## src/tdlm_pkg.sv

```systemverilog
// Shared constants, field widths and glyph bitmaps for the two-digit LED matrix renderer.
// Depends on nothing; every other file of the block imports it.
`default_nettype none

package tdlm_pkg;

    localparam int NUMBER_W = 7;
    localparam int POS_W    = 10;
    localparam int LEVEL_W  = 8;
    localparam int ROW_W    = 5;
    localparam int COL_W    = 5;
    localparam int DIGIT_W  = 4;

    localparam int GLYPH_ROWS = 18;
    localparam int GLYPH_COLS = 10;
    localparam int GR_W       = 5;
    localparam int GC_W       = 4;

    localparam logic [ROW_W-1:0]    GLYPH_TOP    = ROW_W'(7);
    localparam logic [COL_W-1:0]    SHIFT_SINGLE = COL_W'(11);
    localparam logic [COL_W-1:0]    SHIFT_TENS   = COL_W'(18);
    localparam logic [COL_W-1:0]    SHIFT_UNITS  = COL_W'(4);
    localparam logic [NUMBER_W-1:0] NUMBER_MAX   = NUMBER_W'(99);
    localparam logic [LEVEL_W-1:0]  LEVEL_RESET  = LEVEL_W'(12);

    typedef logic [GLYPH_COLS-1:0] glyph_row_t;

    // One column mask per glyph row; bit c is glyph column c.
    localparam glyph_row_t GLYPH_MAP [10][GLYPH_ROWS] = '{
        '{10'h3FF, 10'h201, 10'h201, 10'h201, 10'h201, 10'h201, 10'h201, 10'h201, 10'h201,
          10'h201, 10'h201, 10'h201, 10'h201, 10'h201, 10'h201, 10'h201, 10'h201, 10'h3FF},
        '{10'h030, 10'h030, 10'h030, 10'h030, 10'h030, 10'h030, 10'h030, 10'h030, 10'h030,
          10'h030, 10'h030, 10'h030, 10'h030, 10'h030, 10'h030, 10'h030, 10'h030, 10'h030},
        '{10'h1FF, 10'h001, 10'h001, 10'h001, 10'h001, 10'h001, 10'h001, 10'h001, 10'h001,
          10'h3FF, 10'h200, 10'h200, 10'h200, 10'h200, 10'h200, 10'h200, 10'h200, 10'h3FE},
        '{10'h1FF, 10'h001, 10'h001, 10'h001, 10'h001, 10'h001, 10'h001, 10'h001, 10'h001,
          10'h1FF, 10'h001, 10'h001, 10'h001, 10'h001, 10'h001, 10'h001, 10'h001, 10'h1FF},
        '{10'h201, 10'h201, 10'h201, 10'h201, 10'h201, 10'h201, 10'h201, 10'h201, 10'h201,
          10'h3FF, 10'h001, 10'h001, 10'h001, 10'h001, 10'h001, 10'h001, 10'h001, 10'h001},
        '{10'h3FE, 10'h200, 10'h200, 10'h200, 10'h200, 10'h200, 10'h200, 10'h200, 10'h200,
          10'h3FF, 10'h001, 10'h001, 10'h001, 10'h001, 10'h001, 10'h001, 10'h001, 10'h3FF},
        '{10'h3FE, 10'h200, 10'h200, 10'h200, 10'h200, 10'h200, 10'h200, 10'h200, 10'h200,
          10'h3FF, 10'h201, 10'h201, 10'h201, 10'h201, 10'h201, 10'h201, 10'h201, 10'h3FF},
        '{10'h3FF, 10'h001, 10'h001, 10'h001, 10'h001, 10'h001, 10'h001, 10'h001, 10'h001,
          10'h001, 10'h001, 10'h001, 10'h001, 10'h001, 10'h001, 10'h001, 10'h001, 10'h001},
        '{10'h3FF, 10'h201, 10'h201, 10'h201, 10'h201, 10'h201, 10'h201, 10'h201, 10'h201,
          10'h3FF, 10'h201, 10'h201, 10'h201, 10'h201, 10'h201, 10'h201, 10'h201, 10'h3FF},
        '{10'h3FF, 10'h201, 10'h201, 10'h201, 10'h201, 10'h201, 10'h201, 10'h201, 10'h201,
          10'h3FF, 10'h001, 10'h001, 10'h001, 10'h001, 10'h001, 10'h001, 10'h001, 10'h001}
    };

endpackage

`default_nettype wire

```

## src/tdlm_glyph.sv

```systemverilog
// Maps a strip position to panel row and column and tests it against the digit glyphs.
// Depends on tdlm_pkg for the glyph bitmaps and placement constants.
`default_nettype none

module tdlm_glyph
    import tdlm_pkg::*;
(
    input  wire logic [NUMBER_W-1:0] shown_number,
    input  wire logic [POS_W-1:0]    strip_position,
    output logic                     lit
);

    logic [NUMBER_W-1:0] number;
    logic [1:0]          band;
    logic [COL_W-1:0]    group;
    logic [2:0]          off;
    logic [COL_W-1:0]    col;
    logic [2:0]          inner;
    logic [ROW_W-1:0]    row;
    logic [14:0]         tens_prod;
    logic [DIGIT_W-1:0]  tens;
    logic [NUMBER_W-1:0] tens_times_ten;
    logic [DIGIT_W-1:0]  units;

    // True when (row, col) falls on a set pixel of the digit placed at the given shift.
    function automatic logic glyph_hit(
        input logic [DIGIT_W-1:0] digit,
        input logic [COL_W-1:0]   shift,
        input logic [ROW_W-1:0]   r,
        input logic [COL_W-1:0]   c
    );
        logic [ROW_W:0] gr;
        logic [COL_W:0] gc;
        logic           inside_box;
        gr = {1'b0, r} - {1'b0, GLYPH_TOP};
        gc = {1'b0, c} - {1'b0, shift};
        inside_box = !gr[ROW_W] && (gr[ROW_W-1:0] < GR_W'(GLYPH_ROWS))
                  && !gc[COL_W] && (gc[COL_W-1:0] < COL_W'(GLYPH_COLS));
        return inside_box
            && GLYPH_MAP[digit][gr[GR_W-1:0]][gc[GC_W-1:0]];
    endfunction

    always_comb
    begin
        number = (shown_number > NUMBER_MAX) ? NUMBER_MAX : shown_number;

        // Odd bands run columns upward, even bands downward; the row inside
        // a band flips with column parity.
        band  = strip_position[9:8];
        group = strip_position[7:3];
        off   = strip_position[2:0];
        col   = band[0] ? group : ~group;
        inner = col[0] ? off : ~off;
        row   = {~band, inner};

        // Divide by ten through the reciprocal 205/2048, exact below 100.
        tens_prod      = 15'(number) * 15'd205;
        tens           = tens_prod[14:11];
        tens_times_ten = NUMBER_W'(tens) * NUMBER_W'(10);
        units          = DIGIT_W'(number - tens_times_ten);

        if (number < NUMBER_W'(10))
        begin
            lit = glyph_hit(DIGIT_W'(number), SHIFT_SINGLE, row, col);
        end
        else
        begin
            lit = glyph_hit(tens, SHIFT_TENS, row, col)
               || glyph_hit(units, SHIFT_UNITS, row, col);
        end
    end

endmodule

`default_nettype wire

```

## config.mk

```make
export PLATFORM = sky130hd
export DESIGN_NAME = tdlm_glyph
export DESIGN_NICKNAME = d
export VERILOG_FILES = /design/src/tdlm_pkg.sv /design/src/tdlm_glyph.sv
export SDC_FILE = /design/constraint.sdc
export NUM_CORES = 1
export LEC_CHECK = 0
export ABC_AREA = 1
export BUFFER_PORTS_ARGS = -buffer_cell sky130_fd_sc_hd__buf_4
export CORE_MARGIN = 3
export CORE_UTILIZATION = 53
export DETAILED_ROUTE_END_ITERATION = 10
export GPL_TIMING_DRIVEN = 0
export MAX_ROUTING_LAYER = met4
export PLACE_DENSITY = 0.75
export SYNTH_ARGS = -nofsm -noshare
export SYNTH_HDL_FRONTEND = slang
export SYNTH_SLANG_ARGS = --single-unit
```

## constraint.sdc

```tcl
create_clock -name vclk -period 6.5
set_input_delay 0.325 -clock vclk [all_inputs]
set_output_delay 0.325 -clock vclk [all_outputs]
set_load 0.01 [all_outputs]
```

==> metrics, run 1 <==
outcome finished clean; DRC Markers 0; library cell occupying the most area in the post-synthesis netlist sky130_fd_sc_hd__ha_1; Post-DP Area 0.00323 sq mm; Initial Util 56.7%; Static Leakage 1.89 nW; top post-synthesis cells by area sky130_fd_sc_hd__ha_1 25%, sky130_fd_sc_hd__nand2_1 18%, sky130_fd_sc_hd__inv_1 10%; Routed WL per cell 12.8 um; average vias per placed instance 5.43; post-route minimum period 6.17 ns; RSZ-0062 raised after global routing no; detailed placement HPWL 6.37 mm; area of all placed cells without fillers 0.00333 sq mm; relative area change from synthesis to final layout 10.7%; Setup-failing EPs final 0; Routability Congestion 0.945; clock buffers 0; Die Width 81.3 um; highest clock frequency the design can meet 162 MHz; Critical Path Sink lit; worst min path class in -> out; share of final-layout standard cells stronger than drive strength 1 14.2%; overflow left after global routing 0; flip-flop and latch count 0; area fraction of the dominant cell type after synthesis 25.0%; cell mode on critical path sky130_fd_sc_hd__nand2_1; post-synthesis instance area 0.00300 sq mm; most used standard cell by instance count after synthesis sky130_fd_sc_hd__nand2_1; number of optimization iterations in the first detailed-route pass 5; diodes inserted 0; number of different library cells in the post-synthesis netlist 45; leading cell types by count after synthesis 145 x sky130_fd_sc_hd__nand2_1, 81 x sky130_fd_sc_hd__inv_1, 60 x sky130_fd_sc_hd__ha_1, 46 x sky130_fd_sc_hd__nand3_1, 31 x sky130_fd_sc_hd__a21oi_1; largest net degree at the start of global routing 15; CP arrival 5.85 ns; number of standard-cell rows in the floorplan 26; largest vdd supply drop 0.238 mV; number of port buffers 18; violation count after the first detailed-routing iteration 317; final-report hold violation count 0; Placeable Area 0.00530 sq mm; vias in the first global route 2915; flip-flop and latch area 0 sq um; crit path launch shown_number[5]; Die H 81.3 um; total global routing track utilization 24.8%; total number of vias 3292; IO Pins 18; post-layout net count 623; fillers 521; worst-path cell with the longest stage delay sky130_fd_sc_hd__fa_1; number of instances in the synthesized netlist 514; count of pins over their slew limit 0; maximum fanout count along the critical path 12; final WL 7.77 mm; global-route wire length before repair 13.1 mm; critical path launch point type input port; actual slew at the worst max-slew pin 0.533 ns; post-synth net total 599; share of the yosys chip area belonging to registers 0%; Yosys warning total 0; CP Capture Type output pin; delay of the slowest critical-path stage 0.49 ns; Pwr Density 243 mW/mm^2; initial antenna violation count 0; critical path data required time 6.17 ns; Die Outline Area 0.00661 sq mm; Total Negative Setup Slacks 0 ns; Final ANT Viol Nets 0; Syn Area/Cell 5.84 sq um; maxcap violations 0; category of the most critical setup path in -> out; Power, Total 0.808 mW; post-route clock period utilization 94.9%; relative max-transition margin 64.4%
worst max-delay path: cells and delay by family:
family	cells	cell delay, ns
xor gates and xnor gates	1	0.18
and+or+nand+nor	22	2.39
adders and majority gates	6	1.94
AOI/OAI and AO/OA	3	0.30
buffers and inverters	7	0.70
repair_timing:
action | CTS | global route
buffers inserted | 0 | 5
gates cloned | 0 | 0
endpoints found under the setup margin | 1 | 1
pin swaps | 0 | 3
hold buffers | 0 | 0
resized for setup | 6 | 15
cell families (layout without fill, tap and decap cells):
| family | after synthesis | after routing | synth area share, % |
|---|---|---|---|
| and+or+nand+nor | 256 | 256 | 38.5 |
| buffers and inverters | 99 | 121 | 12.7 |
| AOI/OAI and AO/OA | 83 | 83 | 15.9 |
| adders and majority gates | 68 | 68 | 30.3 |
| xor gates and xnor gates | 8 | 8 | 2.58 |
report_power, final:
group	switching [mW]	leakage, nW	internal [mW]
Combinational	0.517	1.89	0.291
Clock	0	0	0
Sequential	0	0	0
Total	0.517	1.89	0.291
metrics by stage:
stage	hold slack (ns)	utilization [%]	std cells	worst slack [ns]
floorplan	1.05	-	514	0.506
global placement	1.29	60.9	602	-0.617
detailed placement	1.30	60.9	602	-0.592
CTS	1.30	61.1	601	0.00131
global route	1.34	62.7	606	0.00754
finish	1.29	62.7	606	0.330
cell type report:
cell class / instances / area, sq um / area share (%)
Buffer: 7 / 37.5 / 1.13
Inverter: 91 / 348 / 10.5
Multi-Input combinational cell: 415 / 2680 / 80.6
Tap cell: 70 / 87.6 / 2.63
Timing Repair Buffer: 23 / 173 / 5.19
how the worst min path moves through the flow:
stage | start | end | slack, ns | cells past startpoint
after global routing | shown_number[5] | lit | 1.34 | 7
after global placement | shown_number[6] | lit | 1.29 | 7
final | shown_number[6] | lit | 1.29 | 7
after detailed placement | shown_number[6] | lit | 1.30 | 7
after floorplan | shown_number[6] | lit | 1.05 | 5
after CTS | shown_number[6] | lit | 1.30 | 7
per-layer routing:
| metal | routed length (um) | part of all wire (%) | vias to the layer above | global-route usage (%) |
|---|---|---|---|---|
| li1 | - | - | 1712 | - |
| met1 | 3960 | 51 | 1470 | 37.1 |
| met2 | 3320 | 43 | 108 | 39.1 |
| met3 | 471 | 6.1 | 2 | 0.443 |
| met4 | 16 | 0.21 | 0 | 0.845 |
| met5 | 0 | 0 | - | - |
cell usage in the layout (no fill, tap or decap), types with 2 or more instances in the layout:
cell	n
sky130_fd_sc_hd__nand2_1	142
sky130_fd_sc_hd__inv_1	79
sky130_fd_sc_hd__ha_1	57
sky130_fd_sc_hd__nand3_1	46
sky130_fd_sc_hd__a21oi_1	29
sky130_fd_sc_hd__o21ai_0	26
sky130_fd_sc_hd__nor2_1	25
sky130_fd_sc_hd__buf_4	25
sky130_fd_sc_hd__inv_2	9
sky130_fd_sc_hd__o211ai_1	9
sky130_fd_sc_hd__fa_1	8
sky130_fd_sc_hd__nand2_2	7
sky130_fd_sc_hd__nor3_1	7
sky130_fd_sc_hd__or2_2	6
sky130_fd_sc_hd__xor2_1	5
sky130_fd_sc_hd__nor2_2	5
sky130_fd_sc_hd__clkbuf_1	4
sky130_fd_sc_hd__o21ai_1	4
sky130_fd_sc_hd__nor4_1	3
sky130_fd_sc_hd__nand4_1	3
sky130_fd_sc_hd__nand2_4	3
sky130_fd_sc_hd__a21oi_2	2
sky130_fd_sc_hd__o21a_1	2
sky130_fd_sc_hd__inv_4	2
sky130_fd_sc_hd__xor2_2	2
sky130_fd_sc_hd__nor2_4	2
sky130_fd_sc_hd__or2_4	2
sky130_fd_sc_hd__ha_2	2
Power figures use the tool's default switching activity.
==> run 2: changes to the inputs <==
--- a/config.mk
+++ b/config.mk
@@ -6,13 +6,14 @@
 export NUM_CORES = 1
 export LEC_CHECK = 0
 export ABC_AREA = 1
-export BUFFER_PORTS_ARGS = -buffer_cell sky130_fd_sc_hd__buf_4
+export BUFFER_PORTS_ARGS = -buffer_cell sky130_fd_sc_hd__buf_2
 export CORE_MARGIN = 3
 export CORE_UTILIZATION = 53
 export DETAILED_ROUTE_END_ITERATION = 10
 export GPL_TIMING_DRIVEN = 0
 export MAX_ROUTING_LAYER = met4
 export PLACE_DENSITY = 0.75
+export RECOVER_POWER = 100
 export SYNTH_ARGS = -nofsm -noshare
 export SYNTH_HDL_FRONTEND = slang
 export SYNTH_SLANG_ARGS = --single-unit
==> constraint.sdc (replaced) <==
create_clock -name vclk -period 6.5
set_input_delay 0.325 -clock vclk [all_inputs]
set_output_delay 0.325 -clock vclk [all_outputs]
set_load 0.02 [all_outputs]
==> metrics, run 2 (same netlist as run 1, synthesis figures left out) <==
actual slew at the worst max-slew pin 0.539 ns; number of standard-cell rows in the floorplan 26; relative max-transition margin 64.0%; hold wc startpoint shown_number[6]; relative area change from synthesis to final layout 11.2%; count of pins over their slew limit 0; outcome finished clean; post-layout net count 620; maximum fanout count along the critical path 11; most common cell after layout, fill and taps aside sky130_fd_sc_hd__nand2_1; Post-DP Area 0.00318 sq mm; critical path data required time 6.17 ns; initial antenna violation count 0; detailed placement HPWL 6.53 mm; highest clock frequency the design can meet 164 MHz; final-report hold violation count 0; share of final-layout standard cells stronger than drive strength 1 14.8%; final WL 8.06 mm; clock buffers 0; violation count after the first detailed-routing iteration 255; hold-fix buffers at CTS 0; category of the most critical setup path in -> out; leading cell types in the layout, fill and taps excluded 141 x sky130_fd_sc_hd__nand2_1, 78 x sky130_fd_sc_hd__inv_1, 54 x sky130_fd_sc_hd__ha_1, 45 x sky130_fd_sc_hd__nand3_1, 30 x sky130_fd_sc_hd__a21oi_1; Initial Util 56.7%; vias in the first global route 2985; DRC Markers 0; flip-flop and latch area 0 sq um; number of port buffers 18; Routed WL per cell 13.4 um; delay of the slowest critical-path stage 0.50 ns; Die H 81.3 um; maxcap violations 0; Min-Delay Path Depth 7; largest vdd supply drop 0.238 mV; CP arrival 5.77 ns; Power, Total 0.835 mW; final core utilization 63.0%; Setup-failing EPs final 0; Pwr Density 250 mW/mm^2; post-route minimum period 6.10 ns; total number of vias 3383; Die Width 81.3 um; Routability Congestion 0.911; largest net degree at the start of global routing 15; Final ANT Viol Nets 0; number of optimization iterations in the first detailed-route pass 5; total global routing track utilization 25.7%; worst-path cell with the longest stage delay sky130_fd_sc_hd__fa_1; cell mode on critical path sky130_fd_sc_hd__nand2_1; Static Leakage 1.86 nW; Hold Path Sink lit; Die Outline Area 0.00661 sq mm; critical path launch point type input port; CP Capture Type output pin; post-route clock period utilization 93.8%; worst min path class in -> out; global-route wire length before repair 13.5 mm; flip-flop and latch count 0; diodes inserted 0; IO Pins 18; area of all placed cells without fillers 0.00334 sq mm; Placeable Area 0.00530 sq mm; average vias per placed instance 5.61; overflow left after global routing 0
[run 2: cell types whose count changed in the layout (fill, tap and decap cells not counted), moves of 2 or more]
cell and change:
sky130_fd_sc_hd__buf_2 +17, sky130_fd_sc_hd__buf_4 -20, sky130_fd_sc_hd__ha_1 -3, sky130_fd_sc_hd__ha_2 -2
sky130_fd_sc_hd__ha_4 +5
[run 2: layout make-up]
class / instances / area [sq um]
repair buffers: 20 / 108
plain buffers: 7 / 41.3
multi-input cells: 415 / 2750
inverters: 91 / 355
fillers: 538 / 1960
well taps: 70 / 87.6
[run 2: worst max-delay path by stage]
stage               slack (ns)  depth (start not counted)             from  end
floorplan                 0.44                         39  shown_number[3]  lit
global placement         -0.71                         41  shown_number[5]  lit
detailed placement       -0.77                         41  shown_number[2]  lit
CTS                       0.04                         39  shown_number[2]  lit
global route             -0.01                         43  shown_number[2]  lit
finish                    0.40                         40  shown_number[2]  lit
[run 2: through the flow]
stage / hold slack [ns] / setup WS [ns] / instances / TNS [ns]
final: 1.31 / 0.401 / 603 / 0
after global routing: 1.39 / -0.0114 / 603 / -0.0114
after CTS: 1.33 / 0.0390 / 602 / 0
after detailed placement: 1.32 / -0.770 / 602 / -0.770
after global placement: 1.32 / -0.708 / 602 / -0.708
after floorplan: 1.10 / 0.444 / 514 / 0
[run 2: power by group]
group	total, mW	switching, mW	leakage (nW)	internal [mW]
logic	0.835	0.527	1.86	0.308
registers	0	0	0	0
clock network	0	0	0	0
total	0.835	0.527	1.86	0.308
[run 2: critical path: cells and delay by family]
kind                     cells  cell delay (ns)
buffers and inverters        8             0.85
XOR/XNOR                     1             0.17
AO/OA/AOI/OAI                6             0.72
adder cells (fa/ha/maj)      6             1.90
AND/OR/NAND/NOR             19             1.81
[run 2: routing by layer]
metal | up-vias | part of all wire (%) | track usage (%)
met1 | 1530 | 49 | 38.1
li1 | 1706 | - | -
met2 | 137 | 42 | 39.7
met3 | 10 | 7.7 | 1.44
met5 | - | 0 | -
met4 | 0 | 1.0 | 2.03
[run 2: repair_timing]
| action | 4_1_cts | 5_1_grt |
|---|---|---|
| gates cloned | 0 | 0 |
| hold endpoints to repair | 0 | 0 |
| setup buffers | 1 | 1 |
| pin swaps | 1 | 4 |
| setup endpoints to repair | 1 | 1 |
| resized for setup | 12 | 23 |
